**config.mk**
```make
export PLATFORM = sky130hd
export DESIGN_NAME = trikg_div
export DESIGN_NICKNAME = d
export VERILOG_FILES = /design/src/trikg_pkg.sv /design/src/trikg_div.sv
export SDC_FILE = /design/constraint.sdc
export NUM_CORES = 1
export LEC_CHECK = 0
export ABC_AREA = 1
export CAP_MARGIN = 10
export CORE_ASPECT_RATIO = 0.9
export CORE_UTILIZATION = 50
export DETAILED_ROUTE_END_ITERATION = 10
export DONT_BUFFER_PORTS = 1
export REMOVE_ABC_BUFFERS = 1
export SLEW_MARGIN = 40
export SYNTH_ARGS = -nofsm -noshare
export SYNTH_HDL_FRONTEND = slang
export SYNTH_SLANG_ARGS = --single-unit
```
**constraint.sdc**
```tcl
create_clock -name clk -period 4.2 [get_ports clk]
set_input_delay 0.42 -clock clk [delete_from_list [all_inputs] [get_ports clk]]
set_output_delay 0.42 -clock clk [all_outputs]
set_load 0.02 [all_outputs]
```
**src/trikg_pkg.sv**
```systemverilog
`timescale 1ns / 1ps
`default_nettype none
// ---------------------------------------------------------------------------
// trikg_pkg
// Shared types, codes, table builders and helpers of the triplet kernel
// gradient block.
// ---------------------------------------------------------------------------
package trikg_pkg;

	localparam int NUM_POINTS_DEF = 64;
	localparam int FRAC_BITS_DEF  = 16;

	localparam int IDX_W   = 6;
	localparam int KVAL_W  = 32;
	localparam int ACC_W   = 48;
	localparam int CNT_W   = 24;
	localparam int LT_W    = 35;     // Kbb - 2Kab - Kcc + 2Kac never exceeds this
	localparam int TAB_LEN = 513;
	localparam int TAB_MID = 256;
	localparam int TIDX_W  = 10;
	localparam logic [63:0] W_Q32 = 64'd4034748382;   // e^(-1/16) in Q32

	localparam logic [CNT_W-1:0] CNT_MAX = {CNT_W{1'b1}};

	// command codes
	localparam logic [2:0] CMD_LOAD  = 3'd0;
	localparam logic [2:0] CMD_CLEAR = 3'd1;
	localparam logic [2:0] CMD_TRIP  = 3'd2;
	localparam logic [2:0] CMD_RDG   = 3'd3;
	localparam logic [2:0] CMD_RDR   = 3'd4;

	// status codes
	localparam logic [1:0] ST_OK    = 2'd0;
	localparam logic [1:0] ST_EMPTY = 2'd1;
	localparam logic [1:0] ST_FULL  = 2'd2;

	typedef struct packed {
		logic [2:0]               cmd;
		logic [IDX_W-1:0]         row_index;
		logic [IDX_W-1:0]         col_index;
		logic signed [KVAL_W-1:0] kernel_value;
		logic [IDX_W-1:0]         anchor_point;
		logic [IDX_W-1:0]         near_point;
		logic [IDX_W-1:0]         far_point;
	} item_t;

	typedef struct packed {
		logic signed [ACC_W-1:0] result_value;
		logic [CNT_W-1:0]        triplet_total;
		logic [1:0]              status;
	} result_t;

	typedef enum logic [3:0] {
		S_SWEEP, S_IDLE, S_KRD, S_LT, S_TAB, S_GRD, S_GWR, S_DSTART, S_DIV, S_EMIT
	} state_t;

	typedef logic [31:0] tab_t [TAB_LEN];

	// Elaboration-time unsigned long division, restoring, one bit per pass.
	function automatic logic [63:0] udiv64(input logic [63:0] n, input logic [63:0] d);
		logic [64:0] r;
		logic [63:0] q;
		r = '0;
		q = '0;
		for (int i = 63; i >= 0; i--) begin
			r = {r[63:0], n[i]};
			if (r >= {1'b0, d}) begin
				r    = r - {1'b0, d};
				q[i] = 1'b1;
			end
		end
		return q;
	endfunction

	// Elaboration-time build of the sigmoid or softplus table.
	function automatic tab_t make_table(input int frac, input bit softplus);
		logic [63:0] pw  [TAB_MID+1];
		logic [63:0] s30 [TAB_LEN];
		logic [63:0] acc;
		logic [63:0] p;
		logic [63:0] den;
		logic [63:0] num;
		logic [63:0] v;
		tab_t        t;
		int          sh;
		sh = 30 - frac;
		pw[0] = 64'd1 << 32;
		for (int i = 1; i <= TAB_MID; i++)
			pw[i] = (pw[i-1] * W_Q32 + (64'd1 << 31)) >> 32;
		for (int i = 0; i < TAB_LEN; i++) begin
			p   = (i <= TAB_MID) ? pw[TAB_MID-i] : pw[i-TAB_MID];
			den = (64'd1 << 32) + p;
			num = (i <= TAB_MID) ? (p << 30) : (64'd1 << 62);
			s30[i] = udiv64(num + (den >> 1), den);
		end
		acc = s30[0];
		for (int i = 0; i < TAB_LEN; i++) begin
			if (i > 0)
				acc = acc + ((s30[i-1] + s30[i] + 64'd16) >> 5);
			v = softplus ? acc : s30[i];
			t[i] = 32'((v + (64'd1 << (sh - 1))) >> sh);
		end
		return t;
	endfunction

	function automatic logic [ACC_W-1:0] sat48(input logic signed [ACC_W:0] v);
		if (v[ACC_W] != v[ACC_W-1])
			return v[ACC_W] ? {1'b1, {(ACC_W-1){1'b0}}} : {1'b0, {(ACC_W-1){1'b1}}};
		return v[ACC_W-1:0];
	endfunction

endpackage
`default_nettype wire

```
**src/trikg_div.sv**
```systemverilog
`timescale 1ns / 1ps
`default_nettype none
// ---------------------------------------------------------------------------
// trikg_div
// Serial signed-by-unsigned divider, one quotient bit per cycle,
// quotient truncated toward zero.
// ---------------------------------------------------------------------------
module trikg_div (
	input  wire logic                                 clk,
	input  wire logic                                 arst_n,
	input  wire logic                                 start,
	input  wire logic signed [trikg_pkg::ACC_W-1:0]   dividend,
	input  wire logic [trikg_pkg::CNT_W-1:0]          divisor,
	output logic                                      done,
	output logic signed [trikg_pkg::ACC_W-1:0]        quotient
);
	localparam int AW = trikg_pkg::ACC_W;
	localparam int CW = trikg_pkg::CNT_W;

	logic [AW-1:0]      q_q;
	logic [CW-1:0]      rem_q;
	logic [CW-1:0]      div_q;
	logic [$clog2(AW)-1:0] cnt_q;
	logic               neg_q;
	logic               busy_q;
	logic               done_q;
	logic [CW:0]        trial;
	logic               fits;

	assign trial = {rem_q, q_q[AW-1]};
	assign fits  = trial >= {1'b0, div_q};

	always_ff @(posedge clk or negedge arst_n) begin
		if (!arst_n) begin
			busy_q <= 1'b0;
			done_q <= 1'b0;
			cnt_q  <= '0;
		end else begin
			done_q <= 1'b0;
			if (start) begin
				busy_q <= 1'b1;
				cnt_q  <= '0;
			end else if (busy_q) begin
				cnt_q <= cnt_q + 1'b1;
				if (cnt_q == ($clog2(AW))'(AW - 1)) begin
					busy_q <= 1'b0;
					done_q <= 1'b1;
				end
			end
		end
	end

	always_ff @(posedge clk) begin
		if (start) begin
			q_q   <= dividend[AW-1] ? (~dividend + 1'b1) : dividend;
			neg_q <= dividend[AW-1];
			rem_q <= '0;
			div_q <= divisor;
		end else if (busy_q) begin
			q_q   <= {q_q[AW-2:0], fits};
			rem_q <= fits ? CW'(trial - {1'b0, div_q}) : trial[CW-1:0];
		end
	end

	assign done     = done_q;
	assign quotient = neg_q ? -signed'(q_q) : signed'(q_q);

endmodule
`default_nettype wire

```
======== Word level (Yosys, flattened, before mapping) ========
Cells that the tools add are included.
storage, ports and cells
  bits in registers ....................... 105
  bits of input ports ..................... 75
  output and inout bits ................... 49
  logic and storage cells ................. 28
operators by class
  add/subtract/negate cells ............... 4
  magnitude comparators ................... 1
  equality and inequality tests ........... 1
  multiplexer cells ....................... 13
  bitwise gates (word level) .............. 1
  reductions and logical operators ........ 1
operator list
  kind                                           count
  two-way mux 48 bit                             4
  adder 48 x 1 -> 48 bit, second input constant  1
  negation 48 bit                                1
  NOT 48 bit                                     1
  >= comparator 25 x 24 -> 1 bit                 1
  two-way mux 24 bit                             1
  subtractor 24 bit                              1
  two-way mux 6 bit                              2
  adder 6 x 1 -> 6 bit, second input constant    1
  equality test 6 bit, second input constant     1
  two-way mux 1 bit                              6
  nonzero test 2 bit                             1

======== Longest topological paths before layout ========
Gate-level depths: netlist of the first run.
  word-level depth ........................ 4
  depth in mapped cells ................... 15
  depth with buffers taken out ............ 15

======== Least setup slack after synthesis of the first run ========
Ideal clock, no wire load.
  kind .................................... in2reg
  start point ............................. input start
  end point ............................... register q_q[0], enable pin
  setup time .............................. 0.431 ns
  data arrival time ....................... 2.354 ns
  required time ........................... 3.769 ns
  setup slack ............................. 1.415 ns
  cell stages on the path ................. 4
  buffers on the path ..................... 2
  path through ............................ clkbuf_1 nor2_1 inv_1 clkbuf_1
on the way
  longest elaborated chain between the ends .. 1
RTL lines
  item                          RTL line         text
  start: declaration            trikg_div.sv:11  input wire logic start,
  nonzero test 2 bit (no line)  n/a
  end signal: assignment        trikg_div.sv:55  q_q <= dividend[AW-1] ? (~dividend + 1'b1) : dividend;
  end signal: assignment        trikg_div.sv:60  q_q <= {q_q[AW-2:0], fits};
  end: declaration              trikg_div.sv:20  logic [AW-1:0] q_q;
No other way between the ends.
A chain may end at the register's enable or synchronous reset.

======== Worst setup path after layout of the first run ========
  start point ............................. register q_q[0]
  end point ............................... output quotient[32] (netlist bit)
on the way
  longest elaborated chain between the ends .. 2
RTL lines
  item                RTL line         text
  negation 48 bit     trikg_div.sv:66  assign quotient = neg_q ? -signed'(q_q) : signed'(q_q);
  two-way mux 48 bit  trikg_div.sv:66
  end: declaration    trikg_div.sv:15  output logic signed [trikg_pkg::ACC_W-1:0] quotient
No other way between the ends.

==> summary.md, run 1 <==
| Metric | Value |
|---|---|
| Status | complete, no violations |
| Final Setup Violations | 0 |
| Hpwl dp | 21,700 um |
| FF+latch count, synth | 105 |
| Number of nets in the layout | 1,553 |
| Clock Power Share | 0.207 |
| Buffer levels on the longest clock path | 2 |
| Register area share after synthesis | 0.307 |
| Clock sink count | 105 |
| Postcts setup bufs | 0 |
| Synth top area share | 0.234 |
| Clock tree root buffer cell | clkbuf_16 |
| ANT nets after route | 0 |
| Combinational Power Share | 0.446 |
| Core ar. | 18,300 sq um |
| Gr busiest metal | met2 |
| Worst Tran Pin Value | 851 ps |
| TritonCTS clock tree | built |
| Net load switching power | 1.78 mW |
| Post-CTS Resized | 0 |
| Synth area leaders | edfxtp_1, nand2_1, inv_1, nor2_1, nand3_1 |
| Critical R2R Launch | div_q[8] |
| Worst hold path depth | 0 |
| Total Power Consumption | 4.13 mW |
| Reg2Reg Setup Slack | 1600 ps |
| RR Endpoint | rem_q[1] |
| Initial antenna violation count | 1 |
| Met3 Track Usage GR | 0.0519 |
| Top cell type by total area after synthesis | edfxtp_1 |
| Final Cycle Share | 0.724 |
| Reg2Reg Depth | 11 |
| Async set-reset flop share out of synthesis | 0.0762 |
| Register share of total power | 0.347 |
| DIE HEIGHT | 132 um |
| Leading cell type in the layout, fill and taps excluded | nand2_1 |
| Max rail drop VDD | 0.237 mV |
| CP arrival | 2620 ps |
| Initial Utilization | 0.510 |
| Die Area | 19,300 sq um |
| First DRT Iteration DRCs | 467 |
| DRC viols | 0 |
| Row count | 47 |
| Cell Int Power | 2.34 mW |
| Area grow syn2layout | 5.20% |
| Req. time, crit path | 3780 ps |
| EDFF count, synth | 73 |
| Routability cong. | 0.938 |
| Post-Route Utilization | 0.536 |
| DRT Pass-1 Iters | 7 |
| H-tree lvl count | 3 |
| Bufs and invs on worst path | 1 |
| Slowest-stage cell, CP | o21ai_0 |
| Syn Area/Cell | 6.37 sq um |
| Crit path largest cell delay | 660 ps |
| Cell area after layout | 9840 sq um |
| WL/cell | 16.2 um |
| Slew Limit Fails | 0 |
| Total power divided by cell area | 419 nW/um^2 |
| Overflow after GRT | 0 |
| Met1 Resource Use GR | 0.358 |
| Port bufs | 0 |
| Most used DFF post-synth | edfxtp_1 |
| Worst hold margin | 150 ps |
| DR vias | 8,881 |
| Clock skew | 15.4 ps |
| GR Util met2 | 0.517 |
| Cell Area, Placed | 9540 sq um |
| Layout cells sized above 1 | 0.0440 |
| First-pass GRT wire length | 44,600 um |
| Hold path endpoint | div_q[3] |
| Rel. slew slack | 0.426 |
| YS warnings | 0 |
| Worst hold path type | in -> reg |
| Synth cell types | 44 |
| CP startpoint kind | register |
| Fmax | 329 MHz |
| Crit path from | q_q[0] |
| TritonCTS Buffers | 9 |
| Commonest non-fill, non-tap cells in the layout | nand2_1, inv_1, nor2_1, nand3_1, edfxtp_1 |
| Min Tclk post-route | 3040 ps |
| Clk_lat worst skew | 360 ps |
| Crit Path Max Fanout | 5 |
| Final Hold Fails | 0 |
| Maxcap violations | 0 |
| GRT Overall Usage | 0.294 |
| Clock-pin slew on the worst setup and hold paths | 80 ps |
| IO Pins | 124 |
| Vias in the first global route | 8,627 |
| CP cell instances | inv_1 > ha_1 > nand3_1 > nor2_2 > nand4_1 > xor2_1 > o21ai_0 |
| Post-Syn Instances | 1,469 |
| Crit-path leading delay family | compound AO/OA/AOI/OAI gates |
| Average vias per placed instance | 5.22 |
| Leak | 4.73 nW |
| DRT Wirelength | 27,600 um |
| Critical path type | reg -> out |
| CP Capture Type | output pin |
| Filler cells | 1,937 |
| TNS Setup | 0 ps |
| Mapped cell area | 9360 sq um |
| Largest net degree at the start of global routing | 70 |
| RSZ-0062 raised after global routing | false |
| Sw Share | 0.433 |
| Hold Crit Start | divisor[3] |
| Die width | 146 um |
worst max-delay path by stage:
stage | endpoint | slack [ps] | depth (start not counted)
global placement | quotient[32] | 1570 | 7
floorplan | quotient[35] | 1730 | 3
finish | quotient[32] | 1160 | 7
detailed placement | quotient[32] | 1550 | 7
CTS | quotient[32] | 1160 | 7
global route | quotient[18] | 970 | 11
cell type report:
class                      count  area [sq um]  area share
antenna                        1          2.50    0.000254
clock buffer                  13           272      0.0276
clock inverter                 3          20.0     0.00203
inverter                     234           878      0.0892
multi-input combinational   1092          5430       0.551
sequential                   105          2870       0.292
tap                          245           307      0.0311
timing repair buffer           8          62.6     0.00636
layer usage:
layer	share of wire	wire, um
met1	0.43	11800
met2	0.49	13600
met3	0.046	1270
met4	0.033	905
met5	0	0
stage by stage:
| step | setup WS, ps | std cells |
|---|---|---|
| 3_5_place_dp | 1550 | 1683 |
| 6_report | 1160 | 1701 |
| 3_3_place_gp | 1570 | 1683 |
| 4_1_cts | 1160 | 1700 |
| 5_1_grt | 966 | 1701 |
| 2_1_floorplan | 1730 | 1431 |
state kept, by name, indices dropped and copies added, names as in the netlist:
signal and flops:
div_q 24, done 1, rem_q 24, busy_q 1, cnt_q 6, neg_q 1, q_q 48
power groups by stage:
stage / logic (mW) / clock network [mW] / registers [mW]
2_1_floorplan: 1.45 / 0 / 1.41
3_3_place_gp: 1.82 / 0 / 1.45
3_5_place_dp: 1.83 / 0 / 1.45
4_1_cts: 1.84 / 0.869 / 1.43
5_1_grt: 2.09 / 0.903 / 1.45
6_report: 1.84 / 0.852 / 1.43
cell families after synthesis:
| logic type | Yosys count | synth area share |
|---|---|---|
| AOI/OAI and AO/OA | 107 | 0.0618 |
| xor gates and xnor gates | 76 | 0.0712 |
| adders and majority gates | 28 | 0.0383 |
| buffers and inverters | 272 | 0.113 |
| DFF | 105 | 0.307 |
| and+or+nand+nor | 881 | 0.409 |
cell usage after synthesis (2+ instances only):
| cell | number |
|---|---|
| dfxtp_1 | 24 |
| buf_2 | 6 |
| xnor2_1 | 16 |
| nand4_1 | 56 |
| nor3_1 | 19 |
| nand3b_1 | 5 |
| nor2_2 | 9 |
| nand3_1 | 123 |
| nor4_1 | 4 |
| clkinv_1 | 2 |
| ha_1 | 27 |
| dfrtp_1 | 8 |
| edfxtp_1 | 73 |
| or2_2 | 2 |
| nand3_2 | 12 |
| o21ai_1 | 8 |
| o21bai_1 | 2 |
| xor2_1 | 60 |
| a21oi_1 | 20 |
| inv_1 | 229 |
| inv_2 | 3 |
| nor3_2 | 2 |
| nand2_1 | 470 |
| o21ai_0 | 67 |
| nand2_2 | 7 |
| clkbuf_1 | 25 |
| buf_8 | 2 |
| nor2_1 | 166 |
| a31oi_1 | 4 |
| buf_1 | 4 |
repair_timing:
| item | 4_1_cts | 5_1_grt |
|---|---|---|
| hold buffers | 1 | 0 |
| hold endpoints to repair | 8 | 0 |
| endpoints found under the setup margin | 0 | 0 |
worst reg2reg max path, cell delays in order, from the launching register on:
cell      delay [ps]
edfxtp_1         330
inv_1             50
ha_1             350
nand2_1          160
nor2_4           160
nand2_1           90
nor3_2           170
nand2_2          370
nand3_4          510
nand2_1          100
nand3_1           80
o21ai_0           90
Note: power is estimated with default switching activity, not from simulation.
==> inputs of run 2 (changes only) <==
--- a/config.mk
+++ b/config.mk
@@ -5,12 +5,13 @@
 export SDC_FILE = /design/constraint.sdc
 export NUM_CORES = 1
 export LEC_CHECK = 0
-export ABC_AREA = 1
+export ABC_AREA = 0
 export CAP_MARGIN = 10
 export CORE_ASPECT_RATIO = 0.9
 export CORE_UTILIZATION = 50
 export DETAILED_ROUTE_END_ITERATION = 10
 export DONT_BUFFER_PORTS = 1
+export PLACE_DENSITY = 0.68
 export REMOVE_ABC_BUFFERS = 1
 export SLEW_MARGIN = 40
 export SYNTH_ARGS = -nofsm -noshare
==> constraint.sdc (replaced) <==
create_clock -name clk -period 2.5 [get_ports clk]
set_input_delay 0.25 -clock clk [delete_from_list [all_inputs] [get_ports clk]]
set_output_delay 0.25 -clock clk [all_outputs]
set_load 0.02 [all_outputs]
==> run 2 against run 1 <==
  * The run now ends with negative setup slack left
  * Largest power group unchanged
  * Sequential power increased by 71%
  * Critical endpoint is now quotient[38]
  * Non-clock buffer count increased by 191
  * Clock skew decreased by 4.3 ps
  * First-iteration DRC count increased by 2.8%
  * Highest routed layer unchanged
==> summary.md, run 2 <==
| Metric | Value |
|---|---|
| Status | complete, but fails checks |
| Failing checks | negative setup slack |
| Average vias per placed instance | 5.96 (+14%) |
| FF+latch count, synth | 105 (unchanged) |
| Total power divided by cell area | 754 nW/um^2 (+80%) |
| Leak | 4.25 nW (-10%) |
| Simple logic cell fraction of the synthesized area | 0.177 (-0.232) |
| Max rail drop VDD | 0.458 mV (+93%) |
| Area grow syn2layout | 46.5% |
| Clock tree root buffer cell | clkbuf_16 |
| Crit path from | q_q[21] |
| Synth Area in Compound Gates | 0.184 (+0.122) |
| Die width | 130 um (-11%) |
| Diode count | 0 (-1) |
| Largest net degree at the start of global routing | 127 (+81%) |
| DRC viols | 0 (unchanged) |
| EDFF count, synth | 73 (unchanged) |
| Critical path type | reg -> out |
| Biggest regs | q_q: 48 flops, div_q: 24 flops, rem_q: 24 flops |
| Mapped cell area | 7420 sq um (-21%) |
| Final Hold Fails | 0 (unchanged) |
| Final worst slack | -989 ps (-2150 ps) |
| Die Area | 15,300 sq um (-20%) |
| Fmax | 287 MHz |
| H-tree lvl count | 3 (unchanged) |
| CP arrival | 3240 ps (+620 ps) |
| Post-Syn Instances | 820 (-44%) |
| Routability cong. | 0.870 (-7.2%) |
| Reg with most FFs | q_q |
| Overflow after GRT | 0 (unchanged) |
| Rel. slew slack | 0.434 (+0.00766) |
| Maxcap violations | 0 (unchanged) |
| Post-Synth Adder-Cell Area | 0.0482 (+0.00996) |
| DR vias | 7,074 (-20%) |
| Vias in the first global route | 7,050 (-18%) |
| DIE HEIGHT | 118 um (-11%) |
| Worst hold margin | 38.7 ps (-111 ps) |
| Max reg flops | 48 (unchanged) |
| Clock skew | 11.1 ps (-4.27 ps) |
| Initial Utilization | 0.520 (+0.0106) |
| First DRT Iteration DRCs | 480 (+2.8%) |
| Req. time, crit path | 2250 ps (-1530 ps) |
| Min Tclk post-route | 3490 ps |
| YS warnings | 0 (unchanged) |
| Number of nets in the layout | 1,091 (-30%) |
| Final Cycle Share | 1.40 |
| Share of synthesized area spent on multiplexers | 0.0287 (+0.0287) |
| Register area share after synthesis | 0.387 (+0.0800) |
| Worst hold path type | in -> reg |
| Critical R2R Launch | div_q[3] |
| Port bufs | 0 (unchanged) |
| Most frequent cell after synthesis | nor2_1 |
| Reg2Reg Setup Slack | 10 ps (-1590 ps) |
| GRT Overall Usage | 0.281 (-0.0132) |
| Initial antenna violation count | 0 (-1) |
| Worst Tran Pin Value | 841 ps (-10.3 ps) |
| CP startpoint kind | register |
| Synth cell types | 63 (+43%) |
| Top cell type by total area after synthesis | edfxtp_1 |
| Hold path endpoint | div_q[17] |
| Worst hold path depth | 0 (unchanged) |
| First-pass GRT wire length | 33,900 um (-24%) |
| DRT Wirelength | 22,500 um (-18%) |
| Post-Route Utilization | 0.763 (+0.226) |
| Leading cell type in the layout, fill and taps excluded | buf_4 |
| Main combinational cell family by area after synthesis | compound AO/OA/AOI/OAI gates |
| Layout cells sized above 1 | 0.371 (+0.327) |
| Core ar. | 14,300 sq um (-22%) |
| Syn Area/Cell | 9.05 sq um (+42%) |
| Synth top area share | 0.295 (+0.0610) |
| Hold Crit Start | start |
| Clk_lat worst skew | 370 ps (about the same) |
| Final Setup Violations | 38 (+38) |
| RR Endpoint | rem_q[23] |
| WL/cell | 19.0 um (+17%) |
| Synth cell count leaders | nor2_1, a21oi_1, edfxtp_1, xnor2_1, nand2_1 |
| DRT Pass-1 Iters | 5 (-2) |
| Clock-pin slew on the worst setup and hold paths | 70 ps (about the same) |
| Crit Path Max Fanout | 5 (unchanged) |
| Hpwl dp | 13,600 um (-37%) |
| Xor/xnor share of the synthesized area | 0.135 (+0.0634) |
| Slew Limit Fails | 0 (unchanged) |
| Buffer levels on the longest clock path | 2 (unchanged) |
| TritonCTS clock tree | built |
| TritonCTS Buffers | 9 (unchanged) |
| Synth area leaders | edfxtp_1, xnor2_1, dfxtp_1, xor2_1, a21oi_1 |
| RSZ-0062 raised after global routing | true |
| Filler cells | 916 (-53%) |
| ANT nets after route | 0 (unchanged) |
| Row count | 41 (-13%) |
| Reg2Reg Depth | 12 (+1) |
| Clock sink count | 105 (unchanged) |
| CP Capture Type | output pin |
| Async set-reset flop share out of synthesis | 0.0762 (unchanged) |
| Most used DFF post-synth | edfxtp_1 |
| IO Pins | 124 (unchanged) |
| Commonest non-fill, non-tap cells in the layout | buf_4, nor2_1, edfxtp_1, a21oi_1, xor2_1 |
[run 2: timing repair]
item	CTS	global route
gates cloned	0	2
endpoints found under the hold margin	59	3
gates resized for setup	140	123
setup buffers	12	22
pin swaps	34	71
endpoints found under the setup margin	73	78
hold buffers	27	1
[run 2: report_power, final]
| part | total, mW | internal, mW | switching [mW] |
|---|---|---|---|
| clock network | 1.35 | 0.674 | 0.674 |
| registers | 2.44 | 2.17 | 0.273 |
| logic | 4.41 | 2.21 | 2.20 |
[run 2: layout make-up]
| cell class | count | area [sq um] | area share |
|---|---|---|---|
| clock buffer | 11 | 233 | 0.0214 |
| clock inverter | 5 | 32.5 | 0.00299 |
| inverter | 37 | 141 | 0.0130 |
| multi-input combinational | 636 | 5640 | 0.518 |
| sequential | 105 | 2870 | 0.264 |
| tap | 193 | 241 | 0.0222 |
| timing repair buffer | 199 | 1720 | 0.158 |
[run 2: worst max-delay path, cell delays in order (launching register included)]
cell      delay [ps]
edfxtp_1         410
or4_4            560
or4_4            440
or2_4            260
or4_4            420
nand2b_4         170
nand2b_4         180
o31ai_4          230
xnor2_2          200
[run 2: metal layers]
| layer | global-route usage | wire length (um) | share of wire |
|---|---|---|---|
| met1 | 0.331 | 8850 | 0.39 |
| met2 | 0.483 | 11600 | 0.51 |
| met3 | 0.0759 | 1430 | 0.063 |
| met4 | 0.103 | 648 | 0.029 |
| met5 | 0 | 0 | 0 |
[run 2: stage by stage]
step / instance area (sq um) / setup WS (ps) / setup TNS, ps / cells / power (mW)
floorplan: 7260 / -2060 / -67430 / 778 / 4.48
global placement: 8580 / -625 / -20820 / 1111 / 5.58
detailed placement: 8580 / -689 / -23400 / 1111 / 5.68
CTS: 10000 / -946 / -20150 / 1166 / 7.35
global route: 10900 / -1050 / -26410 / 1186 / 8.61
finish: 10900 / -989 / -21480 / 1186 / 8.20
[run 2: kinds of logic after synthesis]
| group | Yosys count |
|---|---|
| compound gates | 214 |
| mux | 21 |
| flops | 105 |
| fa+ha+maj | 28 |
| simple gates | 259 |
| xor+xnor | 114 |
| buf+inv | 79 |
[run 2: worst max path at each step]
stage               slack, ps  cells after the start      endpoint
global placement         -630                      8  quotient[39]
finish                   -990                      8  quotient[38]
floorplan               -2060                     10      rem_q[0]
global route            -1050                      8  quotient[38]
detailed placement       -690                      8  quotient[39]
CTS                      -950                      8  quotient[44]
==> inputs of run 3 (changes only) <==
==> constraint.sdc (replaced) <==
create_clock -name clk -period 2.9 [get_ports clk]
set_input_delay 0.29 -clock clk [delete_from_list [all_inputs] [get_ports clk]]
set_output_delay 0.29 -clock clk [all_outputs]
set_load 0.02 [all_outputs]
==> run 3 against run 2 <==
  * Cell count fell by 10%
  * Worst hold slack got worse by 19 ps
  * Count of clock-buffer cells in the layout fell by 1
  * Core utilization fell by 12 points
  * Cell area fell by 16%
  * Critical path type unchanged
  * Critical endpoint is now quotient[39]
  * Via count fell by 11%
  * Flip-flop and latch count did not move
  * The flow still finishes with violations (negative setup slack)
  * Register-to-register slack improved by 210 ps
  * Clock power barely moved
  * Sequential power fell by 14%
  * Global-route usage fell by 2.8 points
==> summary.md, run 3 (synthesis gave the netlist of run 2 again) <==
| Metric | Value |
|---|---|
| TNS Setup | -10,160 ps (+11,320 ps) |
| CP Capture Type | output pin |
| Sw Share | 0.373 (-0.0110) |
| DRC viols | 0 (unchanged) |
| Core ar. | 14,300 sq um (unchanged) |
| DR vias | 6,288 (-11%) |
| Register area | 2870 sq um (unchanged) |
| Reg with most FFs | q_q |
| Leading cell type in the layout, fill and taps excluded | nor2_1 |
| Biggest regs | q_q: 48 flops, div_q: 24 flops, rem_q: 24 flops |
| Status | complete, but fails checks |
| Critical path type | reg -> out |
| Multi-input gate area | 4870 sq um (-14%) |
| Diode count | 0 (unchanged) |
| DRT Pass-1 Iters | 6 (+1) |
| CP cell instances | or4_4 > or4_4 > or2_4 > buf_4 > nor4_4 > buf_4 > nand3_4 > o41ai_4 > xnor2_2 |
| Hold Crit Start | divisor[22] |
| H-tree lvl count | 3 (unchanged) |
| TritonCTS Buffers | 9 (unchanged) |
| Bufs and invs on worst path | 2 (+2) |
| RSZ-0062 raised after global routing | true |
| CP arrival | 3230 ps (about the same) |
| Slowest-stage cell, CP | or4_4 |
| Worst hold path depth | 0 (unchanged) |
| First-pass GRT wire length | 30,600 um (-9.9%) |
| Buffer levels on the longest clock path | 2 (unchanged) |
| Fmax | 284 MHz |
| Pre-CTS WS | -336 ps (+353 ps) |
| Maxcap violations | 0 (unchanged) |
| Leak | 3.50 nW (-18%) |
| Min Tclk post-route | 3520 ps |
| Final Cycle Share | 1.21 |
| Row count | 41 (unchanged) |
| WL/cell | 18.0 um (-5.4%) |
| First DRT Iteration DRCs | 450 (-6.3%) |
| TritonCTS clock tree | built |
| Cell Area, Placed | 8000 sq um (-6.8%) |
| Layout cells sized above 1 | 0.208 (-0.162) |
| Rel. slew slack | 0.551 (+0.117) |
| Final Setup Violations | 21 (-45%) |
| Worst hold path type | in -> reg |
| Critical R2R Launch | q_q[47] |
| ANT nets after route | 0 (unchanged) |
| Max rail drop VDD | 0.365 mV (-20%) |
| Port bufs | 0 (unchanged) |
| Combinational Power Share | 0.423 (-0.115) |
| Clock-pin slew on the worst setup and hold paths | 80 ps (about the same) |
| DRT Wirelength | 19,200 um (-15%) |
| DIE HEIGHT | 118 um (unchanged) |
| Filler cells | 1,202 (+31%) |
| Average vias per placed instance | 5.89 (-1.2%) |
| Max reg flops | 48 (unchanged) |
| Net load switching power | 2.23 mW (-29%) |
| Largest net degree at the start of global routing | 152 (+20%) |
| Crit path largest cell delay | 550 ps (about the same) |
| Hold path endpoint | div_q[22] |
| Slew Limit Fails | 0 (unchanged) |
| Hpwl dp | 13,000 um (-4.9%) |
| Crit Path Max Fanout | 5 (unchanged) |
| Vias in the first global route | 6,206 (-12%) |
| Post-Route Utilization | 0.638 (-0.125) |
| Commonest non-fill, non-tap cells in the layout | nor2_1, a21oi_1, edfxtp_1, buf_4, xor2_1 |
| Number of nets in the layout | 972 (-11%) |
| Total power divided by cell area | 656 nW/um^2 (-13%) |
| RR Endpoint | rem_q[22] |
| Placed insts | 1,035 (-6.8%) |
| Clock Power Share | 0.223 (+0.059) |
| Crit-path leading delay family | simple AND/OR/NAND/NOR gates |
| Initial Utilization | 0.520 (unchanged) |
| Cell Int Power | 3.74 mW (-26%) |
| Finished Layout Cells | 1,067 (-10%) |
| Reg2Reg Setup Slack | 220 ps (+210 ps) |
| IO Pins | 124 (unchanged) |
| Final Hold Fails | 0 (unchanged) |
| Clock skew | 12.7 ps (+1.57 ps) |
| Initial antenna violation count | 0 (unchanged) |
| Reg2Reg Depth | 11 (-1) |
| Die Area | 15,300 sq um (unchanged) |
| Cell area after layout | 9090 sq um (-16%) |
| Failing checks | negative setup slack |
| Routability cong. | 0.878 (+0.91%) |
| Area grow syn2layout | 22.5% |
| Die width | 130 um (unchanged) |
| Req. time, crit path | 2610 ps (+360 ps) |
| Total Power Consumption | 5.97 mW (-27%) |
| Worst hold margin | 19.5 ps (-19.2 ps) |
| Clock sink count | 105 (unchanged) |
| Clock tree root buffer cell | clkbuf_16 |
| Worst Tran Pin Value | 666 ps (-175 ps) |
| Final worst slack | -615 ps (+374 ps) |
| WP depth | 9 (+1) |
| CP startpoint kind | register |
| GRT Overall Usage | 0.252 (-0.0284) |
| Overflow after GRT | 0 (unchanged) |
| Clk_lat worst skew | 370 ps (about the same) |
| Register share of total power | 0.354 (+0.056) |
-- run 3: cell count changes in the layout (fill, tap and decap cells not counted), moves of 7 or more --
| cell | before | now |
|---|---|---|
| dlygate4sd3_1 | 27 | 1 |
| ha_1 | 18 | 27 |
| buf_4 | 145 | 72 |
| o31ai_4 | 16 | 8 |
| o21ai_0 | 25 | 32 |
| o31ai_1 | 15 | 22 |
| ha_4 | 8 | 0 |
| nand2_1 | 40 | 50 |
| buf_6 | 22 | 5 |
-- run 3: final cells by class --
cell class                 instances  share of cell area
inverter                          37              0.0155
multi-input combinational        636               0.536
tap                              193              0.0266
clock buffer                      10              0.0252
sequential                       105               0.316
timing repair buffer              80              0.0711
clock inverter                     6             0.00977
-- run 3: worst register-to-register path, stage by stage, from the launching register on --
cell and delay, ps:
edfxtp_1 420, inv_1 90, ha_1 240, fa_1 400, nand2b_1 200, a21oi_2 180, o21ai_0 170, nand2_1 150
a21oi_2 100, and3_1 200, o31ai_2 260, a311oi_1 130
-- run 3: worst max-delay path by stage --
stage / slack [ps] / startpoint / endpoint
floorplan: -1660 / div_q[6] / rem_q[0]
global placement: -250 / q_q[21] / quotient[39]
detailed placement: -340 / q_q[21] / quotient[39]
CTS: -540 / q_q[21] / quotient[44]
global route: -720 / q_q[21] / quotient[39]
finish: -620 / q_q[21] / quotient[39]
-- run 3: what timing repair did --
action,in CTS,in global routing
endpoints found under the setup margin,27,56
gates resized for setup,75,27
setup buffers,6,8
endpoints found under the hold margin,8,0
hold buffers,1,0
pin swaps,19,21
-- run 3: per-layer routing --
layer  part of all wire  track usage  up-vias
met2               0.50        0.419      168
met5                  0            0        -
li1                   -            -     3085
met1               0.42        0.306     3000
met3              0.061       0.0805       35
met4              0.022       0.0855        0
-- run 3: power by group through the flow --
stage | Combinational (mW) | Clock (mW) | Sequential [mW]
finish | 2.53 | 1.33 | 2.11
global placement | 2.27 | 0 | 2.09
global route | 2.76 | 1.41 | 2.14
CTS | 2.44 | 1.36 | 2.10
detailed placement | 2.33 | 0 | 2.10
floorplan | 1.78 | 0 | 2.08
